<file path="config.mk">
export PLATFORM = sky130hd
export DESIGN_NAME = ppsteer_front
export DESIGN_NICKNAME = d
export VERILOG_FILES = /design/src/rtl/ppsteer_pkg.sv /design/src/rtl/ppsteer_front.sv
export SDC_FILE = /design/constraint.sdc
export NUM_CORES = 1
export LEC_CHECK = 0
export BUFFER_PORTS_ARGS = -buffer_cell sky130_fd_sc_hd__buf_4
export CORE_UTILIZATION = 40
export CTS_BUF_LIST = sky130_fd_sc_hd__clkbuf_8
export DETAILED_ROUTE_END_ITERATION = 12
export MAX_ROUTING_LAYER = met4
export PLACE_DENSITY = 0.67
export SLEW_MARGIN = 25
export SYNTH_ARGS = -nofsm -noshare
export SYNTH_HDL_FRONTEND = slang
export SYNTH_SLANG_ARGS = --single-unit
</file>
<file path="constraint.sdc">
create_clock -name i_clk -period 10.2 [get_ports i_clk]
set_clock_uncertainty 0.2 [all_clocks]
set_input_delay 0.51 -clock i_clk [delete_from_list [all_inputs] [get_ports i_clk]]
set_output_delay 0.51 -clock i_clk [all_outputs]
set_load 0.02 [all_outputs]
</file>
<file path="src/rtl/ppsteer_pkg.sv">
// Shared types, constants and helpers for the pure pursuit steering block.
// No dependencies; used by every module under rtl.
package ppsteer_pkg;

    // Default parameters
    localparam int PATH_DEPTH_DEF   = 1024;
    localparam int CORDIC_STEPS_DEF = 16;

    // Fixed field widths
    localparam int LD_W    = 23;
    localparam int WB_W    = 20;
    localparam int CFG_W   = 23;
    localparam int IDX_W   = 10;
    localparam int COORD_W = 32;
    localparam int QUAT_W  = 16;
    localparam int STEER_W = 15;
    localparam int YAW_W   = 16;

    // CORDIC datapath widths: vector side and Q5.29 angle side
    localparam int CV_W  = 58;
    localparam int ANG_W = 34;
    localparam int TAB_IW = 5;

    // Configuration register indexes
    localparam logic CFG_LOOKAHEAD = 1'b0;
    localparam logic CFG_WHEELBASE = 1'b1;

    localparam logic [LD_W-1:0] LD_RESET = 23'd393216;
    localparam logic [WB_W-1:0] WB_RESET = 20'd197263;

    // Angles in Q29
    localparam logic signed [ANG_W-1:0] ANG_PI      = 34'sd1686629713;
    localparam logic signed [ANG_W-1:0] ANG_HALF_PI = 34'sd843314857;
    localparam logic signed [ANG_W:0]   ANG_TWO_PI  = 35'sd3373259426;
    localparam logic signed [CV_W-1:0]  SIN_GAIN    = 58'sd652032875;
    localparam logic signed [17:0]      STEER_MAX   = 18'sd12868;

    // Input opcodes
    localparam logic [1:0] OP_POINT  = 2'd0;
    localparam logic [1:0] OP_ORIENT = 2'd1;
    localparam logic [1:0] OP_POS    = 2'd2;
    localparam logic [1:0] OP_TICK   = 2'd3;

    // Command class after the front has looked at it
    typedef enum logic [2:0] {
        K_NOP,
        K_PATH,
        K_ORIENT,
        K_POS,
        K_TICK
    } t_kind;

    typedef struct packed {
        t_kind                      kind;
        logic [IDX_W-1:0]           idx;
        logic                       last;
        logic signed [COORD_W-1:0]  cx;
        logic signed [COORD_W-1:0]  cy;
        logic signed [QUAT_W-1:0]   qx;
        logic signed [QUAT_W-1:0]   qy;
        logic signed [QUAT_W-1:0]   qz;
        logic signed [QUAT_W-1:0]   qw;
    } t_cmd;

    // atan(2^-i) in Q29
    function automatic logic signed [ANG_W-1:0] atan_tab(input logic [TAB_IW-1:0] i);
        logic signed [ANG_W-1:0] v;
        unique case (i)
            5'd0:  v = 34'sd421657428;
            5'd1:  v = 34'sd248918915;
            5'd2:  v = 34'sd131521918;
            5'd3:  v = 34'sd66762579;
            5'd4:  v = 34'sd33510843;
            5'd5:  v = 34'sd16771758;
            5'd6:  v = 34'sd8387925;
            5'd7:  v = 34'sd4194219;
            5'd8:  v = 34'sd2097141;
            5'd9:  v = 34'sd1048575;
            5'd10: v = 34'sd524288;
            5'd11: v = 34'sd262144;
            5'd12: v = 34'sd131072;
            5'd13: v = 34'sd65536;
            5'd14: v = 34'sd32768;
            5'd15: v = 34'sd16384;
            5'd16: v = 34'sd8192;
            5'd17: v = 34'sd4096;
            5'd18: v = 34'sd2048;
            5'd19: v = 34'sd1024;
            5'd20: v = 34'sd512;
            5'd21: v = 34'sd256;
            5'd22: v = 34'sd128;
            5'd23: v = 34'sd64;
            default: v = '0;
        endcase
        return v;
    endfunction

    // Q29 to Q13, round to nearest, ties up
    function automatic logic signed [17:0] q29_to_q13(input logic signed [ANG_W-1:0] a);
        logic signed [ANG_W:0] s;
        s = (ANG_W+1)'(a) + 35'sd32768;
        return 18'(s >>> 16);
    endfunction

endpackage

</file>
<file path="src/rtl/ppsteer_front.sv">
// Front end: takes input beats, classifies them and queues them for the back end.
// Depends on ppsteer_pkg.
module ppsteer_front #(
    parameter int PATH_DEPTH = ppsteer_pkg::PATH_DEPTH_DEF
) (
    input  logic                                       i_clk,
    input  logic                                       i_rst_n,
    input  logic                                       i_push,
    output logic                                       o_full,
    input  logic [1:0]                                 i_op,
    input  logic [ppsteer_pkg::IDX_W-1:0]              i_point_index,
    input  logic                                       i_last_point,
    input  logic signed [ppsteer_pkg::COORD_W-1:0]     i_coord_x,
    input  logic signed [ppsteer_pkg::COORD_W-1:0]     i_coord_y,
    input  logic signed [ppsteer_pkg::QUAT_W-1:0]      i_quat_x,
    input  logic signed [ppsteer_pkg::QUAT_W-1:0]      i_quat_y,
    input  logic signed [ppsteer_pkg::QUAT_W-1:0]      i_quat_z,
    input  logic signed [ppsteer_pkg::QUAT_W-1:0]      i_quat_w,
    output logic                                       o_cmd_valid,
    output ppsteer_pkg::t_cmd                          o_cmd,
    input  logic                                       i_cmd_pop
);

    ppsteer_pkg::t_cmd r_q [2];
    logic              r_wp, r_rp;
    logic [1:0]        r_cnt;
    ppsteer_pkg::t_cmd w_cmd;
    logic              w_wr, w_rd;

    // Classify: out-of-table path points become no-ops
    always_comb begin
        w_cmd.idx  = i_point_index;
        w_cmd.last = i_last_point;
        w_cmd.cx   = i_coord_x;
        w_cmd.cy   = i_coord_y;
        w_cmd.qx   = i_quat_x;
        w_cmd.qy   = i_quat_y;
        w_cmd.qz   = i_quat_z;
        w_cmd.qw   = i_quat_w;
        unique case (i_op)
            ppsteer_pkg::OP_POINT:  w_cmd.kind = (32'(i_point_index) < PATH_DEPTH) ?
                                                 ppsteer_pkg::K_PATH : ppsteer_pkg::K_NOP;
            ppsteer_pkg::OP_ORIENT: w_cmd.kind = ppsteer_pkg::K_ORIENT;
            ppsteer_pkg::OP_POS:    w_cmd.kind = ppsteer_pkg::K_POS;
            ppsteer_pkg::OP_TICK:   w_cmd.kind = ppsteer_pkg::K_TICK;
            default:                w_cmd.kind = ppsteer_pkg::K_NOP;
        endcase
    end

    assign o_full      = (r_cnt == 2'd2);
    assign o_cmd_valid = (r_cnt != 2'd0);
    assign o_cmd       = r_q[r_rp];
    assign w_wr        = i_push && !o_full;
    assign w_rd        = i_cmd_pop && o_cmd_valid;

    // Two-entry queue
    always_ff @(posedge i_clk) begin
        if (w_wr) begin
            r_q[r_wp] <= w_cmd;
        end
    end

    always_ff @(posedge i_clk) begin
        if (!i_rst_n) begin
            r_wp  <= 1'b0;
            r_rp  <= 1'b0;
            r_cnt <= 2'd0;
        end else begin
            if (w_wr) begin
                r_wp <= ~r_wp;
            end
            if (w_rd) begin
                r_rp <= ~r_rp;
            end
            r_cnt <= r_cnt + 2'(w_wr) - 2'(w_rd);
        end
    end

endmodule

</file>
### Word-level counts from Yosys, hierarchy flattened

Memory sizes are Yosys's and may differ from the RTL's. A register that Yosys moved wholly into a read port is not among the register bits.
Index checks and enable logic that the tools add are counted.
Widths: inputs -> output; s select.

| operators by class | value |
|---|---|
| muxes and demuxes | 5 |
| bitwise gates (word level) | 2 |
| equal/unequal tests | 4 |
| reductions and logical operators | 5 |
| add/sub/neg operators | 2 |

Operators by type and width:

| kind | number |
|---|---|
| $pmux 3 s4 | 1 |
| $eq 2x2->1 const B | 3 |
| $mux 1 | 4 |
| $add 2x1->2 | 1 |
| $eq 2x1->1 const B | 1 |
| $logic_and 1x1->1 | 2 |
| $logic_not 2->1 | 1 |
| $not 1->1 | 2 |
| $reduce_bool 2->1 | 1 |
| $sub 2x1->2 | 1 |
| $logic_not 1->1 | 1 |

| storage, ports and cells | value |
|---|---|
| output and inout port bits | 144 |
| memories kept | 1 |
| register bits | 4 |
| memory bits (writable) | 284 |
| word-level logic and storage cells | 22 |

Memories:

| memory | depth | width | read ports | clocked after memory_dff | write ports | line | source |
|---|---|---|---|---|---|---|---|
| r_q | 2 | 142 | 1 | 1 | 1 | ppsteer_front.sv:24 | `ppsteer_pkg::t_cmd r_q [2];` |

### Depth between registers and ports, before layout

Gate-level depths: netlist (run 1).

| logic depth | value |
|---|---|
| depth after elaboration | 5 |
| depth in mapped cells | 8 |
| mapped depth without buffers | 8 |

### Worst setup path after synthesis (run 1)

OpenSTA, ideal clock, no wires.

| timing | value |
|---|---|
| kind | input to register |
| from | input port i_push |
| to | memory r_q[0][0] (netlist name) (enable) |
| data required time | 9.355 ns |
| data arrival time | 6.500 ns |
| slack | 2.855 ns |
| stages | 2 |
| library setup time | 0.645 ns |
| cell sequence | nand2_1 -> nor2_1 |

| on the way | value |
|---|---|
| cells in the longest elaborated chain, start to end | 3 |

Ends and longest elaborated chain:

| item | line | source |
|---|---|---|
| start: declaration | ppsteer_front.sv:8 | `input logic i_push,` |
| $logic_and 1x1->1 | ppsteer_front.sv:53 | `assign w_wr = i_push && !o_full;` |
| $mux 1 | ppsteer_front.sv:58 | `if (w_wr) begin` |
| $mux 1 (implied by the code) | ppsteer_front.sv:59 | `r_q[r_wp] <= w_cmd;` |
| end: declaration | ppsteer_front.sv:24 |  |

Every way passes these cells.

==> run metrics, run 1 <==
Final Setup Violations 0; min Tclk post-route roughly 3.4 ns; clk sinks 289; Ant. Diodes 0; # rows 59; synth warn 0; Skew-Pair Late Insertion Delay 0.53 ns; Detail Route Antenna Nets 0; status completed; Data arrival, critical path around 2.7 ns; crit path max-delay cell type buf_4; Slew @ Worst Pin 1.00 ns; initial antenna violation count 0; Required @ worst endpoint 9.49 ns; number of fillers in the final layout 1912; post-route cell area about 0.016 mm²; sequential fraction of the synthesis area a little under 80%; Critical Path Sink Type output pin; Mapped Nets 625; Multi-input gate area 0.00208 mm²; Routed WL about 22000 µm; Synth-to-Final Area Change 43.4%; Hold/Removal Path Class primary input to flop; CP bufs+invs 2; commonest non-fill, non-tap cells in the layout buf_4, edfxtp_1, dlygate4sd3_1; Clock transition at path regs approximately 0.06 ns; power per cell area 241 mW/mm²; Chip Width 167 µm; worst path cell trace buf_4 -> mux2_2 -> buf_4; layout cells sized above 1 50.4%; post-synth cell types 19; critical path's top delay family buffers and inverters; Max H-tree Level 2; post-CTS setup repair buffer count 0; # resized after CTS 0; Peak VDD IR 0.139 mV; core area 0.0264 mm²; DPL Wire Length ~14000 µm; max cap viols 0; storage element area roughly 0.0086 mm²; IO Pins between 200 and 300; Yosys reg bits 289; WL/cell roughly 17 µm; CTS buffer count between 40 and 50; critical path's largest stage delay approximately 0.79 ns; Mapped Cells 475; mean post-synth cell area 22.9 µm²; Total GRT Usage 16.1%; WS Path Type flop to output pin; most used cell, CP buf_4; gp weighted congestion 0.707; PortBufs 288; commonest non-fill, non-tap cell in the layout buf_4; Rel. slew slack 33.1%; Nets 1091; Root Buffer clkbuf_8; via count between 6000 and 7000; setup TNS 0 ns; area of the mapped netlist 0.0109 mm²; FMAX 297 MHz; Layout Utilization 59.1%; RSZ-0062 raised after global routing false; Final period util 33.0%; hold slack 0.136 ns; 1st-iter DRT viols between 200 and 250; first-pass GRT wire length ~34000 µm; Pleak 0.00612 µW; r2r setup slk 7.29 ns; critical path fanouts, max 67; vias in the first global route 6656; Fin. Hold Viols 0; Vias/cell 4.62; clk buf depth 3; Detailed Routing Iterations Pass 1 4; TritonCTS clock tree built; Post-route DRC 0; global route overflow 0; Initial Util 41.2%; Die Y 167 µm; CTS Hold Bufs 140; largest net degree at the start of global routing 76; area of placed instances 0.0134 mm²; die area 0.0278 mm²; max-slew violations 0; crit path launch type flop
cells by family (layout without fill, tap and decap cells):
| logic type | count (synthesis) | after routing | share of synthesized area (%) |
|---|---|---|---|
| multiplexers | 143 | 143 | 17.6 |
| AND/OR/NAND/NOR | 14 | 14 | 0.657 |
| adder cells (fa/ha/maj) | 5 | 5 | 0.576 |
| XOR/XNOR | 2 | 2 | 0.161 |
| flip-flops | 289 | 289 | 79.5 |
| AO/OA/AOI/OAI | 1 | 1 | 0.0692 |
| buffers and inverters | 21 | 518 | 1.49 |
layout make-up:
type / count / area share [%]
Sequential cell: 289 / 55.5
Inverter: 5 / 0.121
Clock inverter: 32 / 0.965
Tap cell: 335 / 2.69
Timing Repair Buffer: 433 / 23.2
Multi-Input combinational cell: 165 / 13.4
Clock buffer: 48 / 4.24
flip-flops by register name, indices dropped and copies added, names as in the netlist, named ones only:
signal / flops
r_wp: 1
r_q: 284
r_rp: 1
r_cnt: 2
synth_stat cells (all sizes together):
| master | count | area, µm² |
|---|---|---|
| and2 | 2 | 12.5 |
| and3 | 1 | 6.26 |
| buf | 16 | 143 |
| dfxtp | 5 | 100 |
| edfxtp | 284 | 8530 |
| ha | 5 | 62.6 |
| inv | 5 | 18.8 |
| mux2 | 142 | 1900 |
| mux2i | 1 | 10.0 |
| nand2 | 2 | 7.51 |
| nand2b | 2 | 12.5 |
| nor2 | 4 | 15.0 |
| nor3 | 1 | 5.00 |
| o21a | 1 | 7.51 |
| or2 | 2 | 12.5 |
| xnor2 | 1 | 8.76 |
| xor2 | 1 | 8.76 |
power breakdown:
group	switching, µW	internal [µW]	total (µW)
Sequential	64.8	1540	1600
Combinational	659	622	1280
Clock	411	457	868
Total	1140	2610	3750
worst reg2reg max path, stage by stage, from the launching register on:
cell	delay, ns
dfxtp_1	0.37
nand2b_1	0.18
and3_4	0.79
buf_4	0.90
metal layers:
layer	vias to the layer above	GRT usage (%)	wire, µm
met5	-	-	0
met4	0	5.07	463
met3	47	4.21	1490
met2	243	27.8	11400
met1	2941	18.3	8880
li1	2803	-	-
stage by stage:
stage	power (µW)	instances	worst slack [ns]
6_report	3750	1307	6.83
5_1_grt	3920	1307	6.69
4_1_cts	3800	1307	6.78
3_5_place_dp	2870	1087	6.99
3_3_place_gp	2840	1087	7.10
2_1_floorplan	2440	475	2.85
path summary, 6_finish.rpt:
path | from | endpoint | cells past startpoint
worst max register to register | r_cnt[0] | r_q[1][74] | 3
worst min-delay path | i_op[1] | r_q[1][141] | 2
worst min register to register | r_rp | r_rp | 2
worst max-delay path | flop | o_cmd[27] | 3
No activity file was read; power rests on OpenSTA's default activity.
==> run 2: changes to the inputs <==
PLACE_DENSITY = 0.7   (was 0.67)
clock period = 2.9 ns   (was 10.2 ns; I/O delays follow)
==> run 2 against run 1 <==
Effect of this change: clock power grew to 4.0 times the previous value; via count rose by 1.8%; hold slack lost 0.020 ns; non-clock buffer count is 8 higher; sequential cell count unchanged; final cell count rose by 1.2%; sequential power rose to 3.5 times the previous value; core utilization rose by 1.1 points; highest routed layer unchanged.
==> run metrics, run 2 (synthesis gave the netlist of run 1 again) <==
status completed; layout cells sized above 1 51.3% (+0.91 points); Finished Layout Cells 1323 (+1.2%); max FFs per register 284 (unchanged); Detail Route Antenna Nets 0 (unchanged); Synth-to-Final Area Change 46.1%; Data arrival, critical path 2.19 ns (-0.47 ns); WS Path Type flop to output pin; global route overflow 0 (unchanged); DPL Wire Length 13500 µm (-3.4%); core area 0.0264 mm² (unchanged); Top Registers r_q: 284 flops, r_cnt: 2 flops; power per cell area 862 mW/mm² (+260%); Final period util between 80% and 90%; Worst R2R Start r_cnt[0]; commonest non-fill, non-tap cell in the layout buf_4; Root Buffer clkbuf_8; critical path fanouts, max 41 (-39%); via count 6144 (+1.8%); gp weighted congestion 0.726 (+2.7%); clk buf depth 3 (unchanged); commonest non-fill, non-tap cells in the layout buf_4, edfxtp_1, dlygate4sd3_1; PortBufs 288 (unchanged); Post-route DRC 0 (unchanged); Die Y 167 µm (unchanged); Slew @ Worst Pin 0.644 ns (-0.359 ns); storage element area 0.00863 mm² (about the same); min Tclk post-route between 2 and 3 ns; 1st-iter DRT viols 266 (+19%); Rel. slew slack 57.0% (+24 points); crit path launch type flop; Required @ worst endpoint 2.56 ns (-6.93 ns); largest net degree at the start of global routing 98 (+29%); setup TNS 0 ns (unchanged); Initial Util 41.2% (unchanged); RSZ-0062 raised after global routing false; Multi-input gate area 0.00210 mm² (+0.72%); Pleak 0.00621 µW (+1.5%); Routed WL 22600 µm (+1.5%); Clock transition at path regs 0.06 ns (about the same); max-slew violations 0 (unchanged); RR Endpoint r_q[0][139]; Fin. Hold Viols 0 (unchanged); Nets 1099 (+0.73%); Hold/Removal Path Class primary input to flop; r2r setup slk 1.06 ns (-6.23 ns); FMAX between 300 and 400 MHz; Max H-tree Level 2 (unchanged); max cap viols 0 (unchanged); hold slack 0.116 ns (-0.0197 ns); initial antenna violation count 2 (+2); r2r worst-path depth 4 (+1); TritonCTS clock tree built; Chip Width 167 µm (unchanged); Layout Utilization 60.2% (+1.1 points); post-placement cell count 1090 (+0.28%); WL/cell 17.1 µm (+0.27%); # rows 59 (unchanged); IO Pins 289 (unchanged); CTS buffer count 47 (unchanged); first-pass GRT wire length 34500 µm (+1.8%); clk sinks 289 (unchanged); Peak VDD IR 0.560 mV (+300%); vias in the first global route 6627 (-0.44%); Critical Path Sink Type output pin; Final Power 13700 µW (+260%); post-CTS setup repair buffer count 0 (unchanged); Final Setup Violations 0 (unchanged); Most flops, register r_q; Skew-Pair Late Insertion Delay 0.55 ns (+0.02 ns); critical path endpoint o_cmd[23]; number of fillers in the final layout 1929 (+0.89%); Vias/cell 4.64 (+0.59%); die area 0.0278 mm² (unchanged); Detailed Routing Iterations Pass 1 4 (unchanged); Total GRT Usage 16.4% (+0.27 points)
[run 2: power by group]
part	internal (µW)	leakage, µW	switching (µW)
registers	5390	0.00270	238
clock network	1920	0.000530	1530
logic	2260	0.00298	2340
total	9570	0.00621	4110
[run 2: per-layer routing]
| layer | up-vias | global-route usage [%] | share of wire, % |
|---|---|---|---|
| met2 | 247 | 27.9 | 51 |
| met4 | 0 | 6.00 | 3.0 |
| li1 | 2838 | - | - |
| met5 | - | - | 0 |
| met3 | 65 | 4.85 | 7.1 |
| met1 | 2994 | 18.3 | 39 |
[run 2: what timing repair did]
item	in CTS	in global routing
endpoints found under the hold margin	290	0
resized for setup	0	0
setup endpoints to repair	0	0
hold buffers	145	0
[run 2: worst min-delay path by stage]
stage | start | endpoint | slack (ns) | cells past startpoint
4_1_cts | i_coord_y[7] | r_q[1][71] | 0.07 | 2
2_1_floorplan | i_quat_w[0] | r_q[0][0] | 0.04 | 0
5_1_grt | i_coord_y[12] | r_q[0][76] | 0.08 | 2
6_report | i_quat_y[0] | r_q[0][32] | 0.12 | 2
3_5_place_dp | i_quat_y[3] | r_q[0][35] | 0.13 | 1
3_3_place_gp | i_quat_y[3] | r_q[0][35] | 0.13 | 1
[run 2: layout make-up]
class                   instances  area share [%]
clock inverters                37            1.64
multi-input cells             165            13.2
diodes                          2          0.0315
inverters                       5           0.118
repair buffers                441            23.7
clock buffers                  49            4.25
well taps                     335            2.64
flip-flops and latches        289            54.4
[run 2: metrics by stage]
step | setup WS (ns) | cell area (µm²)
after CTS | 0.274 | 15900
final | 0.363 | 15900
after global placement | 0.921 | 13500
after global routing | 0.250 | 15900
after detailed placement | 0.901 | 13500
after floorplan | -0.341 | 10900
[run 2: worst max-delay path, stage by stage, from the launching register on]
cell and delay (ns):
dfxtp_4 0.69, buf_12 0.36, mux2_2 0.39, buf_4 0.16
